===== config.mk =====
export PLATFORM = sky130hd
export DESIGN_NAME = cosine_similarity_unit
export DESIGN_NICKNAME = d
export VERILOG_FILES = /design/src/hdl/cosim_pkg.sv /design/src/hdl/cosim_root.sv /design/src/hdl/cosine_similarity_unit.sv
export SDC_FILE = /design/constraint.sdc
export NUM_CORES = 2
export LEC_CHECK = 0
export BUFFER_PORTS_ARGS = -buffer_cell sky130_fd_sc_hd__clkbuf_2
export CAP_MARGIN = 20
export CORE_UTILIZATION = 50
export CTS_CLUSTER_DIAMETER = 40
export DETAILED_ROUTE_END_ITERATION = 16
export PLACE_DENSITY_LB_ADDON = 0.3
export SLEW_MARGIN = 20
export SYNTH_ARGS = -nofsm -noshare
export SYNTH_HDL_FRONTEND = slang
export SYNTH_SLANG_ARGS = --single-unit

===== constraint.sdc =====
create_clock -name i_clk -period 20.7 [get_ports i_clk]
set_input_delay 1.035 -clock i_clk [delete_from_list [all_inputs] [get_ports i_clk]]
set_output_delay 1.035 -clock i_clk [all_outputs]
set_load 0.005 [all_outputs]

===== src/hdl/cosim_pkg.sv =====
// ----------------------------------------------------------------------------
// cosim_pkg
// Widths and types shared by the cosine similarity datapath and its root search.
// ----------------------------------------------------------------------------
package cosim_pkg;

    localparam int ELEM_W   = 16;            // one word count
    localparam int SQ_W     = 2 * ELEM_W;    // one element product
    localparam int ACC_W    = 38;            // saturating accumulators
    localparam int PROD_W   = 2 * ACC_W;     // product of two accumulators
    localparam int Q_W      = 16;            // Q1.15 similarity
    localparam int K_W      = $clog2(Q_W);   // bit index of the root search
    localparam int SCALE_SH = 2 * (Q_W - 1); // the 2^30 in q^2 * P <= R * 2^30
    localparam int ROOT_W   = PROD_W + SCALE_SH + 4;

    typedef logic [ACC_W-1:0]  t_acc;
    typedef logic [PROD_W-1:0] t_prod;
    typedef logic [ROOT_W-1:0] t_root;

    localparam t_acc ACC_MAX = {ACC_W{1'b1}};

endpackage


===== src/hdl/cosim_root.sv =====
// ----------------------------------------------------------------------------
// cosim_root
// Bit-by-bit search for the largest q <= 2^15 with q^2 * P <= R * 2^30.
// ----------------------------------------------------------------------------
module cosim_root
    import cosim_pkg::*;
(
    input  logic           i_clk,
    input  logic           i_rst_n,
    input  logic           i_start,
    input  t_prod          i_p,
    input  t_prod          i_r,
    output logic           o_done,
    output logic [Q_W-1:0] o_q
);

    localparam logic [1:0] RS_IDLE = 2'd0;
    localparam logic [1:0] RS_SUM  = 2'd1;
    localparam logic [1:0] RS_ADD  = 2'd2;
    localparam logic [1:0] RS_TEST = 2'd3;

    logic [1:0]     r_state;
    logic           r_done;
    logic [K_W-1:0] r_k;
    logic [Q_W-1:0] r_q;
    logic           r_top;
    t_root          r_t;
    t_root          r_us;
    t_root          r_ps;
    t_root          r_x;
    t_root          r_y;
    t_root          r_r30;
    logic           fits;

    // With q built from the bits above k, r_t holds q^2*P, r_us holds
    // (q*P) << (k+1) and r_ps holds P << 2k, so the candidate q + 2^k
    // squared times P is their sum. Once the top bit is taken, q is at
    // its ceiling and no lower bit may be added.
    assign fits = (r_x <= r_r30) && !r_top;

    always_ff @(posedge i_clk) begin
        if (!i_rst_n) begin
            r_state <= RS_IDLE;
            r_done  <= 1'b0;
        end else begin
            r_done <= 1'b0;
            case (r_state)
                RS_IDLE: begin
                    if (i_start) begin
                        r_state <= RS_SUM;
                    end
                end
                RS_SUM:  r_state <= RS_ADD;
                RS_ADD:  r_state <= RS_TEST;
                RS_TEST: begin
                    if (r_k == '0) begin
                        r_state <= RS_IDLE;
                        r_done  <= 1'b1;
                    end else begin
                        r_state <= RS_SUM;
                    end
                end
                default: r_state <= RS_IDLE;
            endcase
        end
    end

    always_ff @(posedge i_clk) begin
        case (r_state)
            RS_IDLE: begin
                if (i_start) begin
                    r_t   <= '0;
                    r_us  <= '0;
                    r_ps  <= ROOT_W'({i_p, {SCALE_SH{1'b0}}});
                    r_r30 <= ROOT_W'({i_r, {SCALE_SH{1'b0}}});
                    r_q   <= '0;
                    r_top <= 1'b0;
                    r_k   <= K_W'(Q_W - 1);
                end
            end
            RS_SUM: begin
                r_x <= r_t + r_us;
                r_y <= r_us + (r_ps << 1);
            end
            RS_ADD: begin
                r_x <= r_x + r_ps;
            end
            RS_TEST: begin
                if (fits) begin
                    r_t      <= r_x;
                    r_us     <= r_y >> 1;
                    r_q[r_k] <= 1'b1;
                    if (r_k == K_W'(Q_W - 1)) begin
                        r_top <= 1'b1;
                    end
                end else begin
                    r_us <= r_us >> 1;
                end
                r_ps <= r_ps >> 2;
                r_k  <= r_k - 1'b1;
            end
            default: ;
        endcase
    end

    assign o_done = r_done;
    assign o_q    = r_q;

`ifndef NO_ASSERTIONS
    a_q_ceiling: assert property (@(posedge i_clk) disable iff (!i_rst_n)
        o_done |-> (o_q <= Q_W'(1 << (Q_W - 1))))
        else $error("root result above one");

    a_top_alone: assert property (@(posedge i_clk) disable iff (!i_rst_n)
        (r_state == RS_TEST && r_top) |-> (r_q == Q_W'(1 << (Q_W - 1))))
        else $error("bits set below a full-scale root");

    a_done_idle: assert property (@(posedge i_clk) disable iff (!i_rst_n)
        o_done |-> (r_state == RS_IDLE))
        else $error("root done while still searching");
`endif

endmodule


===== src/hdl/cosine_similarity_unit.sv =====
// ----------------------------------------------------------------------------
// cosine_similarity_unit
// Streaming cosine similarity of two word-count vectors, one element pair per
// word. After accepting an element pair the unit is not ready again until it is
// done with it: a bit-serial shift-add multiplier forms the three products, one
// multiplier bit per cycle, and the ACC state then adds them into the saturating
// accumulators. On the last pair the unit then forms sumsq_a*sumsq_b and dot^2
// bit-serially and runs a 16-step root search (skipped when either vector is all
// zero), posts the result word once the output register is free, and returns to
// idle for the next pair. The result sits in an output register, so the next
// vector can start while it waits.
// Similarity is the truncated Q1.15 value of dot / (|a| * |b|); a zero norm
// gives 0 with o_zero_norm set.
// ----------------------------------------------------------------------------
module cosine_similarity_unit
    import cosim_pkg::*;
(
    input  logic              i_clk,
    input  logic              i_rst_n,
    input  logic              i_valid,
    output logic              o_ready,
    input  logic [ELEM_W-1:0] i_elem_a,
    input  logic [ELEM_W-1:0] i_elem_b,
    input  logic              i_last_elem,
    output logic              o_valid,
    input  logic              i_ready,
    output logic [Q_W-1:0]    o_similarity,
    output logic              o_zero_norm
);

    localparam logic [2:0] ST_IDLE   = 3'd0;
    localparam logic [2:0] ST_MUL    = 3'd1;
    localparam logic [2:0] ST_ACC    = 3'd2;
    localparam logic [2:0] ST_PROD   = 3'd3;
    localparam logic [2:0] ST_RSTART = 3'd4;
    localparam logic [2:0] ST_ROOT   = 3'd5;
    localparam logic [2:0] ST_DONE   = 3'd6;

    localparam int CNT_W = $clog2(ACC_W);

    function automatic t_acc sat_add(input t_acc acc, input logic [SQ_W-1:0] v);
        logic [ACC_W:0] s;
        s = {1'b0, acc} + (ACC_W + 1)'(v);
        return s[ACC_W] ? ACC_MAX : s[ACC_W-1:0];
    endfunction

    logic [2:0]        r_state;
    logic [CNT_W-1:0]  r_cnt;
    logic              r_last;
    logic              r_zero;
    logic [ELEM_W-1:0] r_a;
    logic [ELEM_W-1:0] r_b;
    logic [ELEM_W-1:0] r_sa;
    logic [ELEM_W-1:0] r_sb;
    logic [SQ_W-1:0]   r_pab;
    logic [SQ_W-1:0]   r_paa;
    logic [SQ_W-1:0]   r_pbb;
    t_acc              r_dot;
    t_acc              r_sumsq_a;
    t_acc              r_sumsq_b;
    t_acc              r_mp;
    t_acc              r_md;
    t_prod             r_p;
    t_prod             r_r;
    logic              r_o_valid;
    logic [Q_W-1:0]    r_o_sim;
    logic              r_o_zero;

    t_acc              n_dot;
    t_acc              n_sumsq_a;
    t_acc              n_sumsq_b;
    logic              slot_free;
    logic              post;
    logic              root_done;
    logic [Q_W-1:0]    root_q;

    assign n_dot     = sat_add(r_dot, r_pab);
    assign n_sumsq_a = sat_add(r_sumsq_a, r_paa);
    assign n_sumsq_b = sat_add(r_sumsq_b, r_pbb);

    assign slot_free = !r_o_valid || i_ready;
    assign post      = (r_state == ST_DONE) && slot_free;

    // Control and accumulators.
    always_ff @(posedge i_clk) begin
        if (!i_rst_n) begin
            r_state   <= ST_IDLE;
            r_dot     <= '0;
            r_sumsq_a <= '0;
            r_sumsq_b <= '0;
            r_o_valid <= 1'b0;
        end else begin
            case (r_state)
                ST_IDLE: begin
                    if (i_valid) begin
                        r_state <= ST_MUL;
                    end
                end
                ST_MUL: begin
                    if (r_cnt == CNT_W'(ELEM_W - 1)) begin
                        r_state <= ST_ACC;
                    end
                end
                ST_ACC: begin
                    r_dot     <= n_dot;
                    r_sumsq_a <= n_sumsq_a;
                    r_sumsq_b <= n_sumsq_b;
                    if (!r_last) begin
                        r_state <= ST_IDLE;
                    end else if (n_sumsq_a == '0 || n_sumsq_b == '0) begin
                        r_state <= ST_DONE;
                    end else begin
                        r_state <= ST_PROD;
                    end
                end
                ST_PROD: begin
                    if (r_cnt == CNT_W'(ACC_W - 1)) begin
                        r_state <= ST_RSTART;
                    end
                end
                ST_RSTART: r_state <= ST_ROOT;
                ST_ROOT: begin
                    if (root_done) begin
                        r_state <= ST_DONE;
                    end
                end
                ST_DONE: begin
                    if (slot_free) begin
                        r_state   <= ST_IDLE;
                        r_dot     <= '0;
                        r_sumsq_a <= '0;
                        r_sumsq_b <= '0;
                    end
                end
                default: r_state <= ST_IDLE;
            endcase

            if (post) begin
                r_o_valid <= 1'b1;
            end else if (i_ready) begin
                r_o_valid <= 1'b0;
            end
        end
    end

    // Serial multipliers: one multiplier bit per cycle, most significant first.
    always_ff @(posedge i_clk) begin
        case (r_state)
            ST_IDLE: begin
                if (i_valid) begin
                    r_a    <= i_elem_a;
                    r_b    <= i_elem_b;
                    r_sa   <= i_elem_a;
                    r_sb   <= i_elem_b;
                    r_last <= i_last_elem;
                    r_pab  <= '0;
                    r_paa  <= '0;
                    r_pbb  <= '0;
                    r_cnt  <= '0;
                end
            end
            ST_MUL: begin
                r_pab <= (r_pab << 1) + (r_sa[ELEM_W-1] ? SQ_W'(r_b) : '0);
                r_paa <= (r_paa << 1) + (r_sa[ELEM_W-1] ? SQ_W'(r_a) : '0);
                r_pbb <= (r_pbb << 1) + (r_sb[ELEM_W-1] ? SQ_W'(r_b) : '0);
                r_sa  <= r_sa << 1;
                r_sb  <= r_sb << 1;
                r_cnt <= r_cnt + 1'b1;
            end
            ST_ACC: begin
                r_zero <= (n_sumsq_a == '0) || (n_sumsq_b == '0);
                r_mp   <= n_sumsq_b;
                r_md   <= n_dot;
                r_p    <= '0;
                r_r    <= '0;
                r_cnt  <= '0;
            end
            ST_PROD: begin
                r_p   <= (r_p << 1) + (r_mp[ACC_W-1] ? PROD_W'(r_sumsq_a) : '0);
                r_r   <= (r_r << 1) + (r_md[ACC_W-1] ? PROD_W'(r_dot) : '0);
                r_mp  <= r_mp << 1;
                r_md  <= r_md << 1;
                r_cnt <= r_cnt + 1'b1;
            end
            default: ;
        endcase

        if (post) begin
            r_o_sim  <= r_zero ? '0 : root_q;
            r_o_zero <= r_zero;
        end
    end

    cosim_root u_root (
        .i_clk   (i_clk),
        .i_rst_n (i_rst_n),
        .i_start (r_state == ST_RSTART),
        .i_p     (r_p),
        .i_r     (r_r),
        .o_done  (root_done),
        .o_q     (root_q)
    );

    assign o_ready      = (r_state == ST_IDLE);
    assign o_valid      = r_o_valid;
    assign o_similarity = r_o_sim;
    assign o_zero_norm  = r_o_zero;

`ifndef NO_ASSERTIONS
    a_acc_cleared: assert property (@(posedge i_clk) disable iff (!i_rst_n)
        post |=> (r_dot == '0 && r_sumsq_a == '0 && r_sumsq_b == '0))
        else $error("accumulators not cleared after a vector end");

    a_zero_result: assert property (@(posedge i_clk) disable iff (!i_rst_n)
        (o_valid && o_zero_norm) |-> (o_similarity == '0))
        else $error("zero norm word with nonzero similarity");

    a_sim_range: assert property (@(posedge i_clk) disable iff (!i_rst_n)
        o_valid |-> (o_similarity <= Q_W'(1 << (Q_W - 1))))
        else $error("similarity above one");

    a_root_wait: assert property (@(posedge i_clk) disable iff (!i_rst_n)
        root_done |-> (r_state == ST_ROOT))
        else $error("root search finished outside its wait state");
`endif

endmodule

Word level (Yosys, flattened, before mapping)
Index checks and enable logic that the tools add are counted.

Order comparisons: 3. Add/subtract/negate cells: 13. Bitwise operators: 1. Reductions and logical operators: 30. Muxes and demuxes: 59. Eq/ne operators: 20.

Operator list (number): case mux 110 bit (2 select lines) (4); case mux 38 bit (2 select lines) (5); adder 110 bit (3); 2-to-1 mux 110 bit (3); case mux 76 bit (2 select lines) (2); 2-to-1 mux 38 bit (6); case mux 32 bit (2 select lines) (3); adder 76 x 38 -> 76 bit (2); adder 38 x 32 -> 39 bit (3); 2-to-1 mux 16 bit (7); <= comparator 110 x 106 -> 1 bit (1); 2-to-1 mux 109 bit (1); adder 32 x 16 -> 32 bit (3); case mux 16 bit (2 select lines) (3); logical NOT 38 bit (2); 2-to-1 mux 32 bit (1); 2-to-1 mux 3 bit (7); case mux 3 bit (7 select lines) (1); case mux 6 bit (3 select lines) (1); OR 16 bit (1); AND reduction 2 bit (7); nonzero test 2 bit (6); == test 3 bit, second input constant (3); 2-to-1 mux 1 bit (8); other kinds (31) (43).

Logic and storage cells: 158. Register bits after elaboration: 1181. Input port bits: 37.

Logic depth before layout (Yosys ltp)
Depth after elaboration: 7. Mapped depth: 19. Mapped depth without buffers: 16.

Cells and area by module
From an unflattened synthesis, not the netlist that was laid out.

Cells, all modules: 8631. Area, all modules: 81035.2 sq um.

Modules (own cells, without submodules): cosim_root (seq. area each 19308.5 sq um, area an instance 46348.2 sq um, instances 1, cells each 4772); cosine_similarity_unit (seq. area each 14764.2 sq um, area an instance 34687.0 sq um, instances 1, cells each 3859).

Worst setup path before layout
Ideal clock, no wire load.

Path type: register to register. Start point: reg u_root.r_x[47]. End point: reg u_root.r_q[0], in the netlist u_root.o_q[0] (enable). Slack: 7.897 ns. Cell stages (with the launch flop): 16. Data required time: 19.908 ns. Clock period less this slack: 12.803 ns. Buffers on the path: 2. Data arrival time: 12.012 ns. Cells stage by stage: edfxtp_1 > ha_1 > a21o_1 > a21o_1 > a21o_1 > a21o_1 > a21o_1 > a21o_1 > a21o_1 > a221oi_1 > o221ai_1 > o21ai_1 > buf_2 > buf_1 > nor2_1 > nor3b_1.

Word-level cells in the longest chain between the ends: 4.

Ends and longest elaborated chain: start, declared (line cosim_root.sv:30) `t_root r_x;`; start signal, assigned (line cosim_root.sv:82) `r_x <= r_t + r_us;`; start signal, assigned (line cosim_root.sv:86) `r_x <= r_x + r_ps;`; <= comparator 110 x 106 -> 1 bit (line cosim_root.sv:39) `assign fits = (r_x <= r_r30) && !r_top;`; logical AND 1 bit (line cosim_root.sv:39); != test 2 x 1 -> 1 bit (no line); AND reduction 3 bit (no line); end signal, assigned (line cosim_root.sv:76) `r_q <= '0;`; end signal, assigned by index (line cosim_root.sv:92) `r_q[r_k] <= 1'b1;`; end, declared (line cosim_root.sv:25) `logic [Q_W-1:0] r_q;`.

Every way passes these cells. A chain may end at the register's enable or synchronous reset.

Worst setup path in the final report
Start point: reg u_root.r_x[0]. End point: reg u_root.r_x[72] (data pin).

Word-level cells in the longest chain between the ends: 2.

Ends and longest elaborated chain: adder 110 bit (line cosim_root.sv:86); case mux 110 bit (2 select lines) (line cosim_root.sv:69) `case (r_state)`.

Every way passes these cells.

==> summary.md <==
| Metric | Value |
|---|---|
| Max Root-Sink Buffers | `3` |
| Run status | `completed` |
| Clk slew on worst S/H paths | `around 0.05 ns` |
| Worst Setup SP | `u_root.r_x[0]` |
| Vias per cell | `slightly above 6` |
| Mapped cell area | `80870 µm²` |
| IO buf count | `55` |
| Yosys top cell area share | `0.3914` |
| Initial drt markers | `6651` |
| Setup Fix Bufs, Post-CTS | `0` |
| Yosys warning count | `0` |
| Post-layout util | `0.5604` |
| Critical Path RT | `about 21 ns` |
| Largest net degree at the start of global routing | `approximately 230` |
| Clock skew | `between 0.05 and 0.06 ns` |
| Critical R2R Launch | `u_root.r_x[0]` |
| Worst Setup Start Kind | `flip-flop` |
| Reg2reg end | `u_root.r_x[72]` |
| Detailed placer's ending HPWL | `180.1 mm` |
| Final Power | `9.767 mW` |
| Layout Nets | `between 9000 and 10000` |
| Fmax | `approximately 0.18 GHz` |
| Asr flop ratio synth | `0` |
| FP Rows | `around 150` |
| Die Ht | `404.2 µm` |
| CTS Sinks | `1175` |
| Reg2reg path depth | `16` |
| Count leader, synth | `edfxtp_1` |
| Post-Place Cells | `between 10000 and 15000` |
| Hold buffer count at cts | `0` |
| Later-pin clock latency in the skew report | `0.85 ns` |
| Drt first pass iters | `7` |
| Synthesized Nets | `between 9000 and 10000` |
| Hold Startpoint | `i_elem_b[0]` |
| Number of fill cells | `14010` |
| Die W | `approximately 400 µm` |
| Critical Path Sink Type | `flip-flop` |
| Drc violations | `0` |
| Final Instance Area | `89980 µm²` |
| Htree depth | `4` |
| Hold WS | `between 0.3 and 0.4 ns` |
| Max VDD drop | `roughly 0.11 mV` |
| Total grt overflow | `0` |
| Syn_area_per_cell | `~9.4 µm²` |
| Period Utilization, post-route | `0.2740` |
| Gp weighted congestion | `~1.0` |
| I/O Pins | `56` |
| Netlist cell types | `about 110` |
| Crit Path Class | `reg2reg` |
| Minimum clock period | `5.672 ns` |
| Detailed Route WL | `between 200 and 250 mm` |
| CTS tree | `built` |
| Hold Crit Endpoint | `r_b[0]` |
| Final setup viols | `0` |
| # resized after CTS | `0` |
| Starting Density | `0.5036` |
| Max-cap viol count | `0` |
| Root buffer cell | `clkbuf_16` |
| PD cells | `roughly 110 nW/µm²` |
| Dpl cell area | `around 83000 µm²` |
| Hold Violations, Final | `0` |
| Core area | `between 150000 and 200000 µm²` |
| Post-Synthesis Cells | `about 8600` |
| CP max FO | `4` |
| Worst setup slack after layout | `15.03 ns` |
| Die area | `roughly 160000 µm²` |
| Share of layout cells above drive strength 1 | `0.07176` |
| Top_reg_cell synth | `edfxtp_1` |
| Pins Over Slew Limit | `0` |
| Worst-Margin Slew | `about 1.2 ns` |
| Total negative slack | `0 ns` |
| Area leader, netlist | `edfxtp_1` |
| Register area share after synthesis | `0.4214` |
| Largest cells by area after synthesis | `edfxtp_1 (39%), ha_1 (9.6%), a21oi_1 (4.8%)` |
| RSZ-0062 raised after global routing | `no` |
| Area Growth Syn to Fin | `11.28%` |
| Number of global-route vias before repair | `between 60000 and 70000` |
| GR Util All Layers | `0.2857` |
| Register bit total from synthesis | `1175` |
| Vias | `66644` |
| Arrival time at the worst endpoint | `between 6 and 7 ns` |
| Hold crit path type | `in2reg` |
| First-pass GRT wire length | `approximately 360 mm` |
| Hold depth | `1` |
| Setup WS pre-CTS | `approximately 15 ns` |
| Slew HR | `0.2206` |
| WL per Instance | `~22 µm` |
| Initial antenna violation count | `8` |
| Most instantiated cells after synthesis | `edfxtp_1 (1054), nand2_1 (799), a21oi_1 (771)` |
| EDFF count, synth | `around 1100` |
| Layout Cells excl Fill | `10852` |
| CTS Buf Count | `206` |
| Pleak | `~35 nW` |
| Antenna Nets Post-Route | `0` |
| Flop-to-flop setup slack | `around 15 ns` |
[report_power, final]
part	total [mW]	internal, mW	switching [mW]
registers	3.38	3.10	0.283
logic	2.84	1.04	1.80
clock network	3.54	2.24	1.30
[cell type report]
type                    count  area, µm²  area share
inverters                 308       1156     0.01285
clock inverters           158       1922     0.02136
repair buffers            100      673.1    0.007481
clock buffers             228       5330     0.05923
well taps                2160       2703     0.03003
diodes                     10      25.02   0.0002781
multi-input cells        6713      44100      0.4901
flip-flops and latches   1175      34070      0.3787
[worst max-delay path by stage]
stage,end,slack [ns]
final,u_root.r_x[72],15.03
after global routing,u_root.r_us[9],14.84
after CTS,u_root.r_us[9],14.87
after detailed placement,u_root.r_us[12],14.93
after global placement,u_root.r_us[9],15.05
after floorplan,u_root.o_q[0],7.90
[state kept, by name (all words and copies together), names as in the netlist, 4 cells and up]
signal and cells:
r_b 16, r_dot 38, u_root.o_q 16, u_root.r_y 109, r_sb 16, u_root.r_ps 106
r_p 76, r_sa 16, r_sumsq_a 38, r_a 16, u_root.r_us 109, r_r 76
o_similarity 16, r_mp 38, u_root.r_r30 76, u_root.r_x 110, r_md 38, u_root.r_k 4
r_sumsq_b 38, r_paa 32, r_pab 32, r_pbb 32, r_cnt 6, u_root.r_t 110
[per-layer routing]
| metal | GRT usage | share of wire | vias up |
|---|---|---|---|
| li1 | - | - | 31567 |
| met1 | 0.3973 | 0.44 | 32027 |
| met2 | 0.4440 | 0.44 | 2583 |
| met3 | 0.04580 | 0.079 | 467 |
| met4 | 0.1140 | 0.040 | 0 |
| met5 | 0 | 0 | - |
[cells by family after synthesis]
| kind of cell | synth area share |
|---|---|
| AO/OA/AOI/OAI | 0.1903 |
| AND/OR/NAND/NOR | 0.1802 |
| buffers and inverters | 0.03505 |
| flip-flops | 0.4214 |
| XOR/XNOR | 0.06129 |
| adder cells (fa/ha/maj) | 0.09912 |
| multiplexers | 0.01273 |
[critical path, cell delays in order, from the launching register on]
cell and delay, ns:
edfxtp_1 0.55, ha_1 0.29, inv_1 0.08, fa_1 0.23, nor2b_1 0.09, o31ai_1 0.45, a311oi_1 0.30, o211ai_1 0.70
a21oi_1 0.16, nor2_1 0.43, o21bai_1 0.15, buf_4 0.20, a311oi_1 0.85, o31ai_1 0.26, a21boi_0 0.38, xor2_1 0.18
mux2i_1 0.09
[cell usage in the layout, fill, tap and decap left out, drive strengths merged, types with 167 or more instances in the layout]
master	count
nand4	167
nand2	800
nor2	679
inv	351
nand3	304
xor2	212
o21ai	600
ha	623
a21oi	773
and2	357
clkbuf	282
a21o	360
edfxtp	1054
xnor2	353
Note: power is estimated with default switching activity, not from simulation.
